**src/rtl/core/nfp_pkg.sv**
```systemverilog
// Package for the NAL unit fragment planner: payload structs, codes,
// state enums and shared constants. No dependencies.
package nfp_pkg;

  // Field widths fixed by the item format
  localparam int unsigned FieldW   = 20;
  localparam int unsigned TypeW    = 6;
  localparam int unsigned MaxPayW  = 16;
  localparam int unsigned HdrW     = 2;
  localparam int unsigned FuW      = 8;
  localparam int unsigned CfgIdxW  = 4;
  localparam int unsigned CfgDataW = 16;

  // Defaults for the top-level parameter and the size mask
  localparam int unsigned MaxFragmentsDef = 64;
  localparam int unsigned SizeBits        = 20;
  localparam logic [FieldW-1:0] SizeMask =
    (SizeBits >= FieldW) ? {FieldW{1'b1}} : FieldW'((64'd1 << SizeBits) - 64'd1);

  // Divider widths: numerator holds data plus divisor minus one
  localparam int unsigned DivNumW = FieldW + 1;
  localparam int unsigned DivDenW = MaxPayW;

  // Job queue depth
  localparam int unsigned QDepth = 2;

  // Register reset values and register indexes
  localparam logic [MaxPayW-1:0] MaxPayloadRst = 16'd1200;
  localparam logic [HdrW-1:0]    HdrBytesRst   = 2'd1;
  localparam logic [CfgIdxW-1:0] CfgMaxPayload = 4'd0;
  localparam logic [CfgIdxW-1:0] CfgHdrBytes   = 4'd1;

  // FU header bits
  localparam logic [FuW-1:0] FuStart  = 8'b1000_0000;
  localparam logic [FuW-1:0] FuEnd    = 8'b0100_0000;
  localparam logic [FuW-1:0] TypeMask = 8'b0011_1111;

  typedef enum logic [1:0] {
    StPacket    = 2'd0,
    StBadHeader = 2'd1,
    StTooMany   = 2'd2
  } status_e;

  typedef enum logic [1:0] {
    JobBad,
    JobTooMany,
    JobSingle,
    JobFrag
  } job_kind_e;

  typedef enum logic [2:0] {
    FIdle,
    FCntStart,
    FCntWait,
    FSplStart,
    FSplWait,
    FPush
  } front_state_e;

  typedef enum logic {
    BIdle,
    BEmit
  } back_state_e;

  typedef struct packed {
    logic [FieldW-1:0] nal_size;
    logic [TypeW-1:0]  nal_type;
    logic              header_valid;
    logic              frame_end;
  } in_item_t;

  typedef struct packed {
    status_e           status;
    logic              fragmented;
    logic [FuW-1:0]    fu_header;
    logic [FieldW-1:0] chunk_offset;
    logic [FieldW-1:0] copy_bytes;
    logic [FieldW-1:0] payload_size;
    logic              marker;
    logic              last_result;
  } out_item_t;

  // Classified unit handed from front to back; amount is the unit size
  // for a single packet or the base chunk size for fragments
  typedef struct packed {
    job_kind_e         kind;
    logic [TypeW-1:0]  nal_type;
    logic              frame_end;
    logic [HdrW-1:0]   hdr_bytes;
    logic [FieldW-1:0] amount;
  } job_t;

endpackage

```
**src/rtl/core/nfp_div.sv**
```systemverilog
// Iterative restoring divider, one quotient bit per cycle.
// Depends on nfp_pkg for operand widths.
module nfp_div (
  input  logic                        clk_i,
  input  logic                        rst_ni,
  input  logic                        start_i,
  input  logic [nfp_pkg::DivNumW-1:0] num_i,
  input  logic [nfp_pkg::DivDenW-1:0] den_i,
  output logic                        done_o,
  output logic [nfp_pkg::DivNumW-1:0] quo_o,
  output logic [nfp_pkg::DivDenW-1:0] rem_o
);

  localparam int unsigned NumW  = nfp_pkg::DivNumW;
  localparam int unsigned DenW  = nfp_pkg::DivDenW;
  localparam int unsigned StepW = $clog2(NumW + 1);

  logic [StepW-1:0] step_q;
  logic             done_q;
  logic [DenW-1:0]  acc_q;
  logic [NumW-1:0]  nq_q;
  logic [DenW-1:0]  den_q;

  logic [DenW:0] shifted;
  logic [DenW:0] diff;
  logic          ge;

  // One trial subtraction per step
  assign shifted = {acc_q, nq_q[NumW-1]};
  assign diff    = shifted - {1'b0, den_q};
  assign ge      = shifted >= {1'b0, den_q};

  // Step counter and completion pulse
  always_ff @(posedge clk_i or negedge rst_ni) begin
    if (!rst_ni) begin
      step_q <= '0;
      done_q <= 1'b0;
    end else begin
      done_q <= 1'b0;
      if (start_i) begin
        step_q <= StepW'(NumW);
      end else if (step_q != '0) begin
        step_q <= step_q - StepW'(1);
        if (step_q == StepW'(1)) begin
          done_q <= 1'b1;
        end
      end
    end
  end

  // Partial remainder and quotient shift register
  always_ff @(posedge clk_i) begin
    if (start_i) begin
      acc_q <= '0;
      nq_q  <= num_i;
      den_q <= den_i;
    end else if (step_q != '0) begin
      acc_q <= ge ? diff[DenW-1:0] : shifted[DenW-1:0];
      nq_q  <= {nq_q[NumW-2:0], ge};
    end
  end

  assign done_o = done_q;
  assign quo_o  = nq_q;
  assign rem_o  = acc_q;

endmodule

```
**src/rtl/core/nfp_front.sv**
```systemverilog
// Front end: accepts a NAL unit, classifies it and works out the fragment
// count and base chunk size with the shared divider. Depends on nfp_pkg.
module nfp_front #(
  parameter int unsigned MaxFragments = nfp_pkg::MaxFragmentsDef,
  parameter int unsigned CntW         = $clog2(MaxFragments + 1)
) (
  input  logic                        clk_i,
  input  logic                        rst_ni,
  input  logic                        in_valid_i,
  output logic                        in_stall_o,
  input  nfp_pkg::in_item_t           in_data_i,
  input  logic [nfp_pkg::MaxPayW-1:0] max_payload_i,
  input  logic [nfp_pkg::HdrW-1:0]    hdr_bytes_i,
  output logic                        div_start_o,
  output logic [nfp_pkg::DivNumW-1:0] div_num_o,
  output logic [nfp_pkg::DivDenW-1:0] div_den_o,
  input  logic                        div_done_i,
  input  logic [nfp_pkg::DivNumW-1:0] div_quo_i,
  input  logic [nfp_pkg::DivDenW-1:0] div_rem_i,
  output logic                        job_valid_o,
  input  logic                        job_ready_i,
  output nfp_pkg::job_t               job_o,
  output logic [CntW-1:0]             job_cnt_o,
  output logic [CntW-1:0]             job_rem_o
);

  localparam int unsigned FieldW  = nfp_pkg::FieldW;
  localparam int unsigned MaxPayW = nfp_pkg::MaxPayW;
  localparam int unsigned NumW    = nfp_pkg::DivNumW;
  localparam int unsigned DenW    = nfp_pkg::DivDenW;

  nfp_pkg::front_state_e state_q, state_d;

  nfp_pkg::job_t       job_q;
  logic [FieldW-1:0]   data_q;
  logic [MaxPayW-1:0]  pf_q;
  logic [CntW-1:0]     cnt_q;
  logic [CntW-1:0]     rem_q;

  logic                accept;
  logic [FieldW-1:0]   size;
  logic [nfp_pkg::HdrW-1:0] hb;
  logic [FieldW-1:0]   hb_w;
  logic [MaxPayW-1:0]  hb1_p;
  logic                fits;
  logic                too_many;

  assign accept = in_valid_i && !in_stall_o;
  assign size   = in_data_i.nal_size & nfp_pkg::SizeMask;

  // Header length 0 acts as 1, 3 acts as 2
  always_comb begin
    unique case (hdr_bytes_i)
      2'd0:    hb = 2'd1;
      2'd3:    hb = 2'd2;
      default: hb = hdr_bytes_i;
    endcase
  end

  assign hb_w     = FieldW'(hb);
  assign hb1_p    = MaxPayW'(hb) + MaxPayW'(1);
  assign fits     = size <= FieldW'(max_payload_i);
  assign too_many = div_quo_i > NumW'(MaxFragments);

  // Next state
  always_comb begin
    state_d = state_q;
    unique case (state_q)
      nfp_pkg::FIdle: begin
        if (accept) begin
          if (!in_data_i.header_valid || fits) begin
            state_d = nfp_pkg::FPush;
          end else begin
            state_d = nfp_pkg::FCntStart;
          end
        end
      end
      nfp_pkg::FCntStart: state_d = nfp_pkg::FCntWait;
      nfp_pkg::FCntWait: begin
        if (div_done_i) begin
          state_d = too_many ? nfp_pkg::FPush : nfp_pkg::FSplStart;
        end
      end
      nfp_pkg::FSplStart: state_d = nfp_pkg::FSplWait;
      nfp_pkg::FSplWait: begin
        if (div_done_i) begin
          state_d = nfp_pkg::FPush;
        end
      end
      nfp_pkg::FPush: begin
        if (job_ready_i) begin
          state_d = nfp_pkg::FIdle;
        end
      end
      default: state_d = nfp_pkg::FIdle;
    endcase
  end

  // Outputs per state; divider operands follow the phase
  always_comb begin
    in_stall_o  = 1'b1;
    div_start_o = 1'b0;
    job_valid_o = 1'b0;
    div_num_o   = {1'b0, data_q} + NumW'(pf_q) - NumW'(1);
    div_den_o   = pf_q;
    unique case (state_q)
      nfp_pkg::FIdle:     in_stall_o = 1'b0;
      nfp_pkg::FCntStart: div_start_o = 1'b1;
      nfp_pkg::FSplStart: begin
        div_start_o = 1'b1;
        div_num_o   = {1'b0, data_q};
        div_den_o   = DenW'(cnt_q);
      end
      nfp_pkg::FPush:     job_valid_o = 1'b1;
      default: ;
    endcase
  end

  always_ff @(posedge clk_i or negedge rst_ni) begin
    if (!rst_ni) begin
      state_q <= nfp_pkg::FIdle;
    end else begin
      state_q <= state_d;
    end
  end

  // Job fields, captured as each phase completes
  always_ff @(posedge clk_i) begin
    if (accept) begin
      job_q.nal_type  <= in_data_i.nal_type;
      job_q.frame_end <= in_data_i.frame_end;
      job_q.hdr_bytes <= hb;
      if (!in_data_i.header_valid) begin
        job_q.kind   <= nfp_pkg::JobBad;
        job_q.amount <= '0;
      end else if (fits) begin
        job_q.kind   <= nfp_pkg::JobSingle;
        job_q.amount <= size;
      end else begin
        job_q.kind   <= nfp_pkg::JobFrag;
        job_q.amount <= '0;
      end
      data_q <= (size > hb_w) ? size - hb_w : '0;
      pf_q   <= (max_payload_i > hb1_p) ? max_payload_i - hb1_p : MaxPayW'(1);
    end else if (state_q == nfp_pkg::FCntWait && div_done_i) begin
      if (too_many) begin
        job_q.kind <= nfp_pkg::JobTooMany;
      end
      cnt_q <= (div_quo_i == '0) ? CntW'(1) : div_quo_i[CntW-1:0];
    end else if (state_q == nfp_pkg::FSplWait && div_done_i) begin
      job_q.amount <= div_quo_i[FieldW-1:0];
      rem_q        <= div_rem_i[CntW-1:0];
    end
  end

  assign job_o     = job_q;
  assign job_cnt_o = cnt_q;
  assign job_rem_o = rem_q;

endmodule

```
**src/rtl/core/nfp_queue.sv**
```systemverilog
// Short FIFO of classified jobs between front and back.
// Depends on nfp_pkg for its depth.
module nfp_queue #(
  parameter int unsigned DataW = 8
) (
  input  logic             clk_i,
  input  logic             rst_ni,
  input  logic             push_i,
  output logic             ready_o,
  input  logic [DataW-1:0] data_i,
  output logic             valid_o,
  input  logic             pop_i,
  output logic [DataW-1:0] data_o
);

  localparam int unsigned Depth = nfp_pkg::QDepth;
  localparam int unsigned PtrW  = $clog2(Depth);
  localparam int unsigned CntW  = $clog2(Depth + 1);

  logic [DataW-1:0] mem_q [Depth];
  logic [PtrW-1:0]  wr_q, rd_q;
  logic [CntW-1:0]  fill_q;
  logic             do_push, do_pop;

  assign ready_o = fill_q != CntW'(Depth);
  assign valid_o = fill_q != '0;
  assign do_push = push_i && ready_o;
  assign do_pop  = pop_i && valid_o;
  assign data_o  = mem_q[rd_q];

  // Pointers and fill level
  always_ff @(posedge clk_i or negedge rst_ni) begin
    if (!rst_ni) begin
      wr_q   <= '0;
      rd_q   <= '0;
      fill_q <= '0;
    end else begin
      if (do_push) begin
        wr_q <= (wr_q == PtrW'(Depth - 1)) ? '0 : wr_q + PtrW'(1);
      end
      if (do_pop) begin
        rd_q <= (rd_q == PtrW'(Depth - 1)) ? '0 : rd_q + PtrW'(1);
      end
      if (do_push && !do_pop) begin
        fill_q <= fill_q + CntW'(1);
      end else if (do_pop && !do_push) begin
        fill_q <= fill_q - CntW'(1);
      end
    end
  end

  // Storage
  always_ff @(posedge clk_i) begin
    if (do_push) begin
      mem_q[wr_q] <= data_i;
    end
  end

endmodule

```
**src/rtl/core/nfp_back.sv**
```systemverilog
// Back end: walks one job and emits one descriptor per cycle while the output is
// not stalled, through an output register. Depends on nfp_pkg.
module nfp_back #(
  parameter int unsigned CntW = 7
) (
  input  logic               clk_i,
  input  logic               rst_ni,
  input  logic               job_valid_i,
  output logic               job_pop_o,
  input  nfp_pkg::job_t      job_i,
  input  logic [CntW-1:0]    job_cnt_i,
  input  logic [CntW-1:0]    job_rem_i,
  output logic               out_valid_o,
  input  logic               out_stall_i,
  output nfp_pkg::out_item_t out_data_o
);

  localparam int unsigned FieldW = nfp_pkg::FieldW;

  nfp_pkg::back_state_e state_q, state_d;

  nfp_pkg::job_t      cur_q;
  logic [CntW-1:0]    cnt_q;
  logic [CntW-1:0]    rem_q;
  logic [CntW-1:0]    idx_q;
  logic [FieldW-1:0]  off_q;
  logic               out_valid_q;
  nfp_pkg::out_item_t out_q;

  nfp_pkg::out_item_t res;
  logic               load_en;
  logic               emit;
  logic               pop;
  logic               first;
  logic               last;
  logic [FieldW-1:0]  chunk;

  assign load_en = !out_valid_q || !out_stall_i;

  // Fragment position and size: the first rem fragments get one byte more
  assign first = idx_q == '0;
  assign last  = (idx_q + CntW'(1)) == cnt_q;
  assign chunk = cur_q.amount + FieldW'(idx_q < rem_q);

  // Descriptor for the current position
  always_comb begin
    res = '0;
    unique case (cur_q.kind)
      nfp_pkg::JobBad: begin
        res.status      = nfp_pkg::StBadHeader;
        res.last_result = 1'b1;
      end
      nfp_pkg::JobTooMany: begin
        res.status      = nfp_pkg::StTooMany;
        res.last_result = 1'b1;
      end
      nfp_pkg::JobSingle: begin
        res.status       = nfp_pkg::StPacket;
        res.copy_bytes   = cur_q.amount;
        res.payload_size = cur_q.amount;
        res.marker       = cur_q.frame_end;
        res.last_result  = 1'b1;
      end
      nfp_pkg::JobFrag: begin
        res.status       = nfp_pkg::StPacket;
        res.fragmented   = 1'b1;
        res.fu_header    = (first ? nfp_pkg::FuStart : '0)
                         | (last ? nfp_pkg::FuEnd : '0)
                         | (nfp_pkg::FuW'(cur_q.nal_type) & nfp_pkg::TypeMask);
        res.chunk_offset = off_q;
        res.copy_bytes   = chunk;
        res.payload_size = FieldW'(cur_q.hdr_bytes) + FieldW'(1) + chunk;
        res.marker       = last && cur_q.frame_end;
        res.last_result  = last;
      end
      default: ;
    endcase
  end

  // Next state
  always_comb begin
    state_d = state_q;
    unique case (state_q)
      nfp_pkg::BIdle: begin
        if (job_valid_i) begin
          state_d = nfp_pkg::BEmit;
        end
      end
      nfp_pkg::BEmit: begin
        if (emit && res.last_result && !job_valid_i) begin
          state_d = nfp_pkg::BIdle;
        end
      end
      default: state_d = nfp_pkg::BIdle;
    endcase
  end

  // Emit and pop strobes
  always_comb begin
    emit = 1'b0;
    pop  = 1'b0;
    unique case (state_q)
      nfp_pkg::BIdle: pop = job_valid_i;
      nfp_pkg::BEmit: begin
        emit = load_en;
        pop  = job_valid_i && load_en && res.last_result;
      end
      default: ;
    endcase
  end

  always_ff @(posedge clk_i or negedge rst_ni) begin
    if (!rst_ni) begin
      state_q     <= nfp_pkg::BIdle;
      out_valid_q <= 1'b0;
    end else begin
      state_q <= state_d;
      if (load_en) begin
        out_valid_q <= emit;
      end
    end
  end

  // Job walk and output register
  always_ff @(posedge clk_i) begin
    if (pop) begin
      cur_q <= job_i;
      cnt_q <= job_cnt_i;
      rem_q <= job_rem_i;
      idx_q <= '0;
      off_q <= FieldW'(job_i.hdr_bytes);
    end else if (emit) begin
      idx_q <= idx_q + CntW'(1);
      off_q <= off_q + chunk;
    end
    if (emit) begin
      out_q <= res;
    end
  end

  assign job_pop_o   = pop;
  assign out_valid_o = out_valid_q;
  assign out_data_o  = out_q;

endmodule

```
**src/rtl/core/nal_unit_fragment_planner_unit.sv**
```systemverilog
// Top level of the NAL unit fragment planner; uses nfp_pkg and the front, divider, queue, back.
// Invalid-header and single-packet units go straight to the job queue; too-many units are
// classified after one pass of the shared divider, fragmented units after two 21-step passes.
// The front takes a new unit only once it has queued the last one; the back emits one
// descriptor per cycle while the output is not stalled. Reset: rst_ni async low, clears
// control, loads max_payload 1200 and header length 1.
module nal_unit_fragment_planner_unit #(
  parameter int unsigned MAX_FRAGMENTS = nfp_pkg::MaxFragmentsDef
) (
  input  logic                         clk_i,
  input  logic                         rst_ni,
  input  logic                         in_valid_i,
  output logic                         in_stall_o,
  input  nfp_pkg::in_item_t            in_data_i,
  output logic                         out_valid_o,
  input  logic                         out_stall_i,
  output nfp_pkg::out_item_t           out_data_o,
  input  logic                         cfg_valid_i,
  output logic                         cfg_ready_o,
  input  logic [nfp_pkg::CfgIdxW-1:0]  cfg_index_i,
  input  logic [nfp_pkg::CfgDataW-1:0] cfg_data_i
);

  localparam int unsigned CntW = $clog2(MAX_FRAGMENTS + 1);
  localparam int unsigned QW   = $bits(nfp_pkg::job_t) + 2 * CntW;

  logic [nfp_pkg::MaxPayW-1:0] max_payload_q;
  logic [nfp_pkg::HdrW-1:0]    hdr_bytes_q;

  logic                        div_start;
  logic [nfp_pkg::DivNumW-1:0] div_num;
  logic [nfp_pkg::DivDenW-1:0] div_den;
  logic                        div_done;
  logic [nfp_pkg::DivNumW-1:0] div_quo;
  logic [nfp_pkg::DivDenW-1:0] div_rem;

  logic          fj_valid, fj_ready;
  nfp_pkg::job_t fj_job;
  logic [CntW-1:0] fj_cnt, fj_rem;

  logic          bj_valid, bj_pop;
  logic [QW-1:0] bj_data;
  nfp_pkg::job_t bj_job;
  logic [CntW-1:0] bj_cnt, bj_rem;

  // Configuration registers; the port never pushes back
  assign cfg_ready_o = 1'b1;

  always_ff @(posedge clk_i or negedge rst_ni) begin
    if (!rst_ni) begin
      max_payload_q <= nfp_pkg::MaxPayloadRst;
      hdr_bytes_q   <= nfp_pkg::HdrBytesRst;
    end else if (cfg_valid_i) begin
      if (cfg_index_i == nfp_pkg::CfgMaxPayload) begin
        max_payload_q <= cfg_data_i[nfp_pkg::MaxPayW-1:0];
      end else if (cfg_index_i == nfp_pkg::CfgHdrBytes) begin
        hdr_bytes_q <= cfg_data_i[nfp_pkg::HdrW-1:0];
      end
    end
  end

  nfp_front #(
    .MaxFragments (MAX_FRAGMENTS),
    .CntW         (CntW)
  ) u_front (
    .clk_i         (clk_i),
    .rst_ni        (rst_ni),
    .in_valid_i    (in_valid_i),
    .in_stall_o    (in_stall_o),
    .in_data_i     (in_data_i),
    .max_payload_i (max_payload_q),
    .hdr_bytes_i   (hdr_bytes_q),
    .div_start_o   (div_start),
    .div_num_o     (div_num),
    .div_den_o     (div_den),
    .div_done_i    (div_done),
    .div_quo_i     (div_quo),
    .div_rem_i     (div_rem),
    .job_valid_o   (fj_valid),
    .job_ready_i   (fj_ready),
    .job_o         (fj_job),
    .job_cnt_o     (fj_cnt),
    .job_rem_o     (fj_rem)
  );

  nfp_div u_div (
    .clk_i   (clk_i),
    .rst_ni  (rst_ni),
    .start_i (div_start),
    .num_i   (div_num),
    .den_i   (div_den),
    .done_o  (div_done),
    .quo_o   (div_quo),
    .rem_o   (div_rem)
  );

  nfp_queue #(
    .DataW (QW)
  ) u_queue (
    .clk_i   (clk_i),
    .rst_ni  (rst_ni),
    .push_i  (fj_valid),
    .ready_o (fj_ready),
    .data_i  ({fj_job, fj_cnt, fj_rem}),
    .valid_o (bj_valid),
    .pop_i   (bj_pop),
    .data_o  (bj_data)
  );

  assign {bj_job, bj_cnt, bj_rem} = bj_data;

  nfp_back #(
    .CntW (CntW)
  ) u_back (
    .clk_i       (clk_i),
    .rst_ni      (rst_ni),
    .job_valid_i (bj_valid),
    .job_pop_o   (bj_pop),
    .job_i       (bj_job),
    .job_cnt_i   (bj_cnt),
    .job_rem_i   (bj_rem),
    .out_valid_o (out_valid_o),
    .out_stall_i (out_stall_i),
    .out_data_o  (out_data_o)
  );

endmodule

```
**config.mk**
```make
export PLATFORM = sky130hd
export DESIGN_NAME = nal_unit_fragment_planner_unit
export DESIGN_NICKNAME = d
export VERILOG_FILES = /design/src/rtl/core/nfp_pkg.sv /design/src/rtl/core/nfp_div.sv /design/src/rtl/core/nfp_front.sv /design/src/rtl/core/nfp_queue.sv /design/src/rtl/core/nfp_back.sv /design/src/rtl/core/nal_unit_fragment_planner_unit.sv
export SDC_FILE = /design/constraint.sdc
export NUM_CORES = 1
export LEC_CHECK = 0
export ABC_AREA = 1
export BUFFER_PORTS_ARGS = -buffer_cell sky130_fd_sc_hd__clkbuf_2
export CELL_PAD_IN_SITES_DETAIL_PLACEMENT = 1
export CELL_PAD_IN_SITES_GLOBAL_PLACEMENT = 1
export CORE_MARGIN = 5
export CORE_UTILIZATION = 51
export DETAILED_ROUTE_END_ITERATION = 16
export PLACE_DENSITY = 0.95
export SKIP_CTS_REPAIR_TIMING = 1
export SLEW_MARGIN = 0
export SYNTH_ARGS = -nofsm -noshare
export SYNTH_HDL_FRONTEND = slang
export SYNTH_SLANG_ARGS = --single-unit
```
**constraint.sdc**
```tcl
create_clock -name clk_i -period 9.55 [get_ports clk_i]
set_clock_uncertainty 0.2 [all_clocks]
set_input_delay 0.4775 -clock clk_i [delete_from_list [all_inputs] [get_ports clk_i]]
set_output_delay 0.4775 -clock clk_i [all_outputs]
set_load 0.02 [all_outputs]
```
# == After elaboration in Yosys (flattened, before gate mapping) ==
# Memories as Yosys holds them, arrays and structs flattened.
# Cells that the tools add are included.
# op_classes
n_addsub,16
n_lt_le_gt_ge,6
eq_ne,18
muxes,50
bitwise,6
n_reduce_logical,44
# op_table
operator,n
$mux W20,5
$pmux W41 S2,1
$mux W21,3
$add A20 B20 Y20,2
$sub A16 B16 Y16,2
$mux W29,1
$add A20 B16 Y21,1
$gt A21 B7 Y1 const B,1
$logic_not A21 Y1,1
$sub A21 B1 Y21 const B,1
$add A20 B1 Y20,1
$gt A20 B2 Y1,1
$le A20 B16 Y1,1
$sub A20 B2 Y20,1
$mux W3,6
$pmux W3 S6,1
$ge A17 B16 Y1,1
$gt A16 B16 Y1,1
$mux W16,1
$mux W2,8
$mux W1,14
$mux W7,2
$reduce_bool A2 Y1,7
$logic_and A1 B1 Y1,12
37 further kinds,65
# word_totals
reg_bits,312
mem_bits_rw,90
in_bits,53
output_inout_bits,76
wordCells,182
mem_count,1
# memory_table
name,words,width,rd,rd_ports_with_merged_regs,wr,line,source
u_queue.mem_q,2,45,1,0,1,nfp_queue.sv:20,logic [DataW-1:0] mem_q [Depth];

# == Logic depth before layout (Yosys ltp) ==
# logic_depth
depth_word,9
ltp_mapped,26
mapped_depth_nobuf,26

# == Cells and area by module ==
# Synthesis repeated with hierarchy kept, for this count alone.
# unflattened
hier_cells,2536
hier_area_um2,22242.6
# by_module_without_submodules
mod,n_inst,cells_each,area_per_inst_um2,seq_area_each_um2
nfp_back,1,886,7810.0,4154.0
nfp_front,1,841,6493.7,2507.4
nfp_div,1,460,3575.9,1581.5
nfp_queue,1,263,3545.9,2802.7
nal_unit_fragment_planner_unit,1,86,817.0,456.7

# == Worst setup path before layout ==
# OpenSTA, ideal clock, no wires.
# synth_path
path_kind,reg2reg
startpoint,register u_back.idx_q[2]
endpoint,register u_back.off_q[19]
setup_ns,0.117
t_arrival_ns,3.643
required_ns,9.233
path_slack_ns,5.590
path_stages_with_launch,22
path_buffers,0
synth_period_minus_slack_ns,3.960
path_cell_list,dfxtp_1 ha_1 a21oi_1 a21oi_1 a2111oi_0 ha_1 ha_1 nand2_1 nor2_2 nand3_2 o21ai_0 nand2_2 ha_1 nand4_1 nor3_1 nand4_1 nand3_1 nand2_1 nand3_1 nand2_1 nand2_1 nor2_1
# synth_between
elab_chain_cells,5
elab_cells_between_ends,8
cone_classes,3 x add/sub; 1 x order compare; 1 x eq/ne; 2 x mux; 1 x reduce/logical
# synth_lines
item,line,source
start: declaration,nfp_back.sv:25,logic [CntW-1:0] idx_q;
start signal: assignment,nfp_back.sv:133,idx_q <= idx_q + CntW'(1);
"parallel branches: the longest is 5 deep, another holds $add A20 B1 Y20",n/a,
end signal: assignment,nfp_back.sv:131,off_q <= FieldW'(job_i.hdr_bytes);
end signal: assignment,nfp_back.sv:134,off_q <= off_q + chunk;
end: declaration,nfp_back.sv:26,logic [FieldW-1:0] off_q;
# Several ways; the timed one is not identified.
# A chain may end at the register's enable or synchronous reset.

# == Worst setup path in the final report ==
# Ends and elaborated chain as after synthesis.

==> out/qor.yml <==
sta:
  period_minus_slack_ns: 5.705
  drv_slew: 0
  worstMarginPinSlew_ns: 1.154
  fin_setup_tns_ns: 0
  hold_violations: 1
  maxSlewHeadroom_pct: 22.85
  fmax_ghz: 0.1753
  setup_violations: 0
  rsz0062_at_grt: "no"
  whs_ns: -0.01557
  fin_crit_sh_pct: 59.74
  setup_ws_ns: 3.845
setup_path:
  rrSetupSlack_ns: 3.84
  required_ns: 9.79
  crit_arrival_ns: 5.94
  rr_endpoint: "u_back.off_q[19]$_SDFFE_PP0P_"
  ff2ff_path_depth: 22
  critPathLaunchType: "flop"
  path_class: "reg -> reg"
  cp_max_fo: 9
  r2r_start: "u_back.idx_q[2]$_SDFFE_PP0P_"
  end_kind: "flop"
placed_design:
  gp_congestion: 0.9277
  port_buffers: 127
  place.detailed.hpwl_um: 50380
  placed_cells: 3022
  post-place-ws_ns: 4.024
final_layout:
  area_growth_pct: 13.99
  final_common_cell: "nand2_1"
  antennaDiodeCount: 0
  num-fill-cells: 4821
  final_cell_mix: "nand2_1, inv_1, edfxtp_1"
  nNetsFinal: 2721
  instances_no_fill: 3123
  final_layout_size_suffix_gt1_share_pct: 11.11
synth:
  synthCells: 2391
  async_flop_share_pct: 8.209
  synth_warnings: 0
  synth_edf_count: 328
  synth.avg_cell_area_um2: 8.967
  synthesis.area_um2: 21440
  ys_ff_latch: 402
  seq_area_frac_synth_pct: 53.65
  ys.flop_type: "edfxtp_1"
  ys_types: 51
  synth_nets: 2562
detailed_routing:
  dr.pass1.iters: 5
  wl_per_cell_um: 22.52
  wl_um: 70340
  vias: 18020
  antenna_left: 0
  drt_iter0_drc: 1333
  vias_per_cell: 5.771
  drc: 0
global_route:
  grt_util_met3_pct: 4.236
  grt_pass1_wl_um: 107800
  grt_pass1_vias: 19590
  grt_max_degree: 77
  gr-usage-met1_pct: 31.95
  use_met2_pct: 55.45
  busiest_layer: "met2"
  grtUsageTotal_pct: 29.27
  antenna_found_initial: 0
  grt_overflow: 0
clocking:
  cts_max_level: 2
  clock_path_buffers: 3
  clock_sinks: 402
  clk_latency_ns: 0.59
  cts_inserted_buffers: 43
  cts.reportedPaths.clkPinSlew_ns: 0.06
  root_buffer: "clkbuf_16"
  cts_tree: "done"
die:
  fp-row-count: 75
  die_h_um: 215.0
  io_pins: 129
  core_um2: 41760
  dieArea_um2: 46240
  start_util_pct: 51.34
  die_w_um: 215.0
hold_path:
  holdPathEnd: "max_payload_q[13]$_DFFE_PN0P_"
  min_from: "cfg_data_i[13]"
  holdPathStages: 3
  hold_class: "in -> reg"
status:
  violations: "negative hold slack"
  status: "finished with violations"
flow_run:
  max_cap_viol_count: 0
pwr:
  leakagePower_nw: 10.90
  peakVddDrop_mv: 0.1749
  powerDensity_nw_per_um2: 382.7
==> stage by stage <==
| step | power [mW] | area [um2] | utilization, % |
|---|---|---|---|
| floorplan | 5.877 | 21440 | - |
| global placement | 6.912 | 22680 | 54.32 |
| detailed placement | 7.326 | 22680 | 54.32 |
| CTS | 9.283 | 24220 | 58.00 |
| global route | 9.929 | 24440 | 58.53 |
| finish | 9.354 | 24440 | 58.53 |
==> cells in the mapped netlist (8+ instances only) <==
master    number  share of area, %
nand2_1      556               9.7
inv_1        345               6.0
edfxtp_1     328                46
nor2_1       253               4.4
nand3_1      146               3.4
o21ai_0      145               3.4
a21oi_1      133               3.1
ha_1         112               6.5
dfxtp_1       41               3.8
clkbuf_1      37              0.65
nand4_1       34              0.99
xor2_1        30               1.2
dfrtp_1       28               3.3
o22ai_1       19              0.55
nor3_1        16              0.37
xnor2_1       16              0.65
or2_2         15              0.44
nand2_2       14              0.41
nand3b_1      13              0.46
o21bai_1      11              0.39
nor2_2        10              0.29
inv_2          8              0.14
==> cells by family after synthesis <==
group	share of synthesized area, %
buffers and inverters	7.225
AOI/OAI and AO/OA	8.351
adders and majority gates	7.097
other	0.01749
xor gates and xnor gates	2.159
and+or+nand+nor	21.50
DFF	53.65
==> where the power goes <==
group          internal [mW]  total, mW  switching, mW  leakage [nW]
combinational           1.30       4.34           3.04          6.32
sequential              2.74       3.15          0.409          3.84
clock                   1.10       1.86          0.759         0.737
total                   5.14       9.35           4.21          10.9
==> layer usage <==
layer	vias up	wire [um]
li1	8237	-
met1	8903	26080
met2	669	37060
met3	215	3464
met4	0	3731
met5	-	0
==> worst max path at each step <==
stage	start	to	slack, ns	depth (start not counted)
after floorplan	u_back.idx_q[2]$_SDFFE_PP0P_	u_back.off_q[19]$_SDFFE_PP0P_	5.59	21
after global placement	u_back.idx_q[2]$_SDFFE_PP0P_	u_back.off_q[19]$_SDFFE_PP0P_	4.47	21
after detailed placement	u_back.idx_q[2]$_SDFFE_PP0P_	u_back.off_q[19]$_SDFFE_PP0P_	4.02	22
after CTS	u_back.idx_q[2]$_SDFFE_PP0P_	u_back.off_q[19]$_SDFFE_PP0P_	3.91	22
after global routing	u_back.idx_q[2]$_SDFFE_PP0P_	u_back.off_q[19]$_SDFFE_PP0P_	3.46	22
final	u_back.idx_q[2]$_SDFFE_PP0P_	u_back.off_q[19]$_SDFFE_PP0P_	3.84	22
==> worst max-delay path, cell delays in order, from the launching register on <==
cell,delay [ns]
dfxtp_1,0.52
ha_1,0.31
a21oi_1,0.26
a21oi_1,0.14
a2111oi_0,0.72
ha_1,0.42
nand2_1,0.17
nor2_1,0.34
nand2_2,0.13
nor2_4,0.18
nand2_1,0.08
xor2_1,0.38
inv_1,0.22
ha_1,0.40
nand2_1,0.11
nor3_1,0.30
nand4_1,0.18
nand3_1,0.13
nand2_1,0.08
nand3_1,0.10
nand2_1,0.07
nand2_1,0.06
nor2_1,0.05
==> cell type report <==
cell class,instances,area [um2],share of cell area [%]
Multi-Input combinational cell,1583,8418,34.44
Inverter,355,1333,5.452
Clock inverter,27,394.1,1.613
Clock buffer,52,1141,4.669
Sequential cell,402,11500,47.06
Timing Repair Buffer,165,977.2,3.998
Tap cell,539,674.4,2.759
==> state kept, by name, summed over array words and instances, names as in the netlist, 16 cells and up <==
signal and cells:
u_div.den_q 16, max_payload_q 16, u_back.out_data_o 73, u_front.pf_q 16
u_front.job_o 31, u_div.quo_o 21, u_back.cur_q 31, u_back.off_q 20
u_queue.mem_q 90, u_div.rem_o 16, u_front.data_q 20
Note: power is estimated with default switching activity, not from simulation.
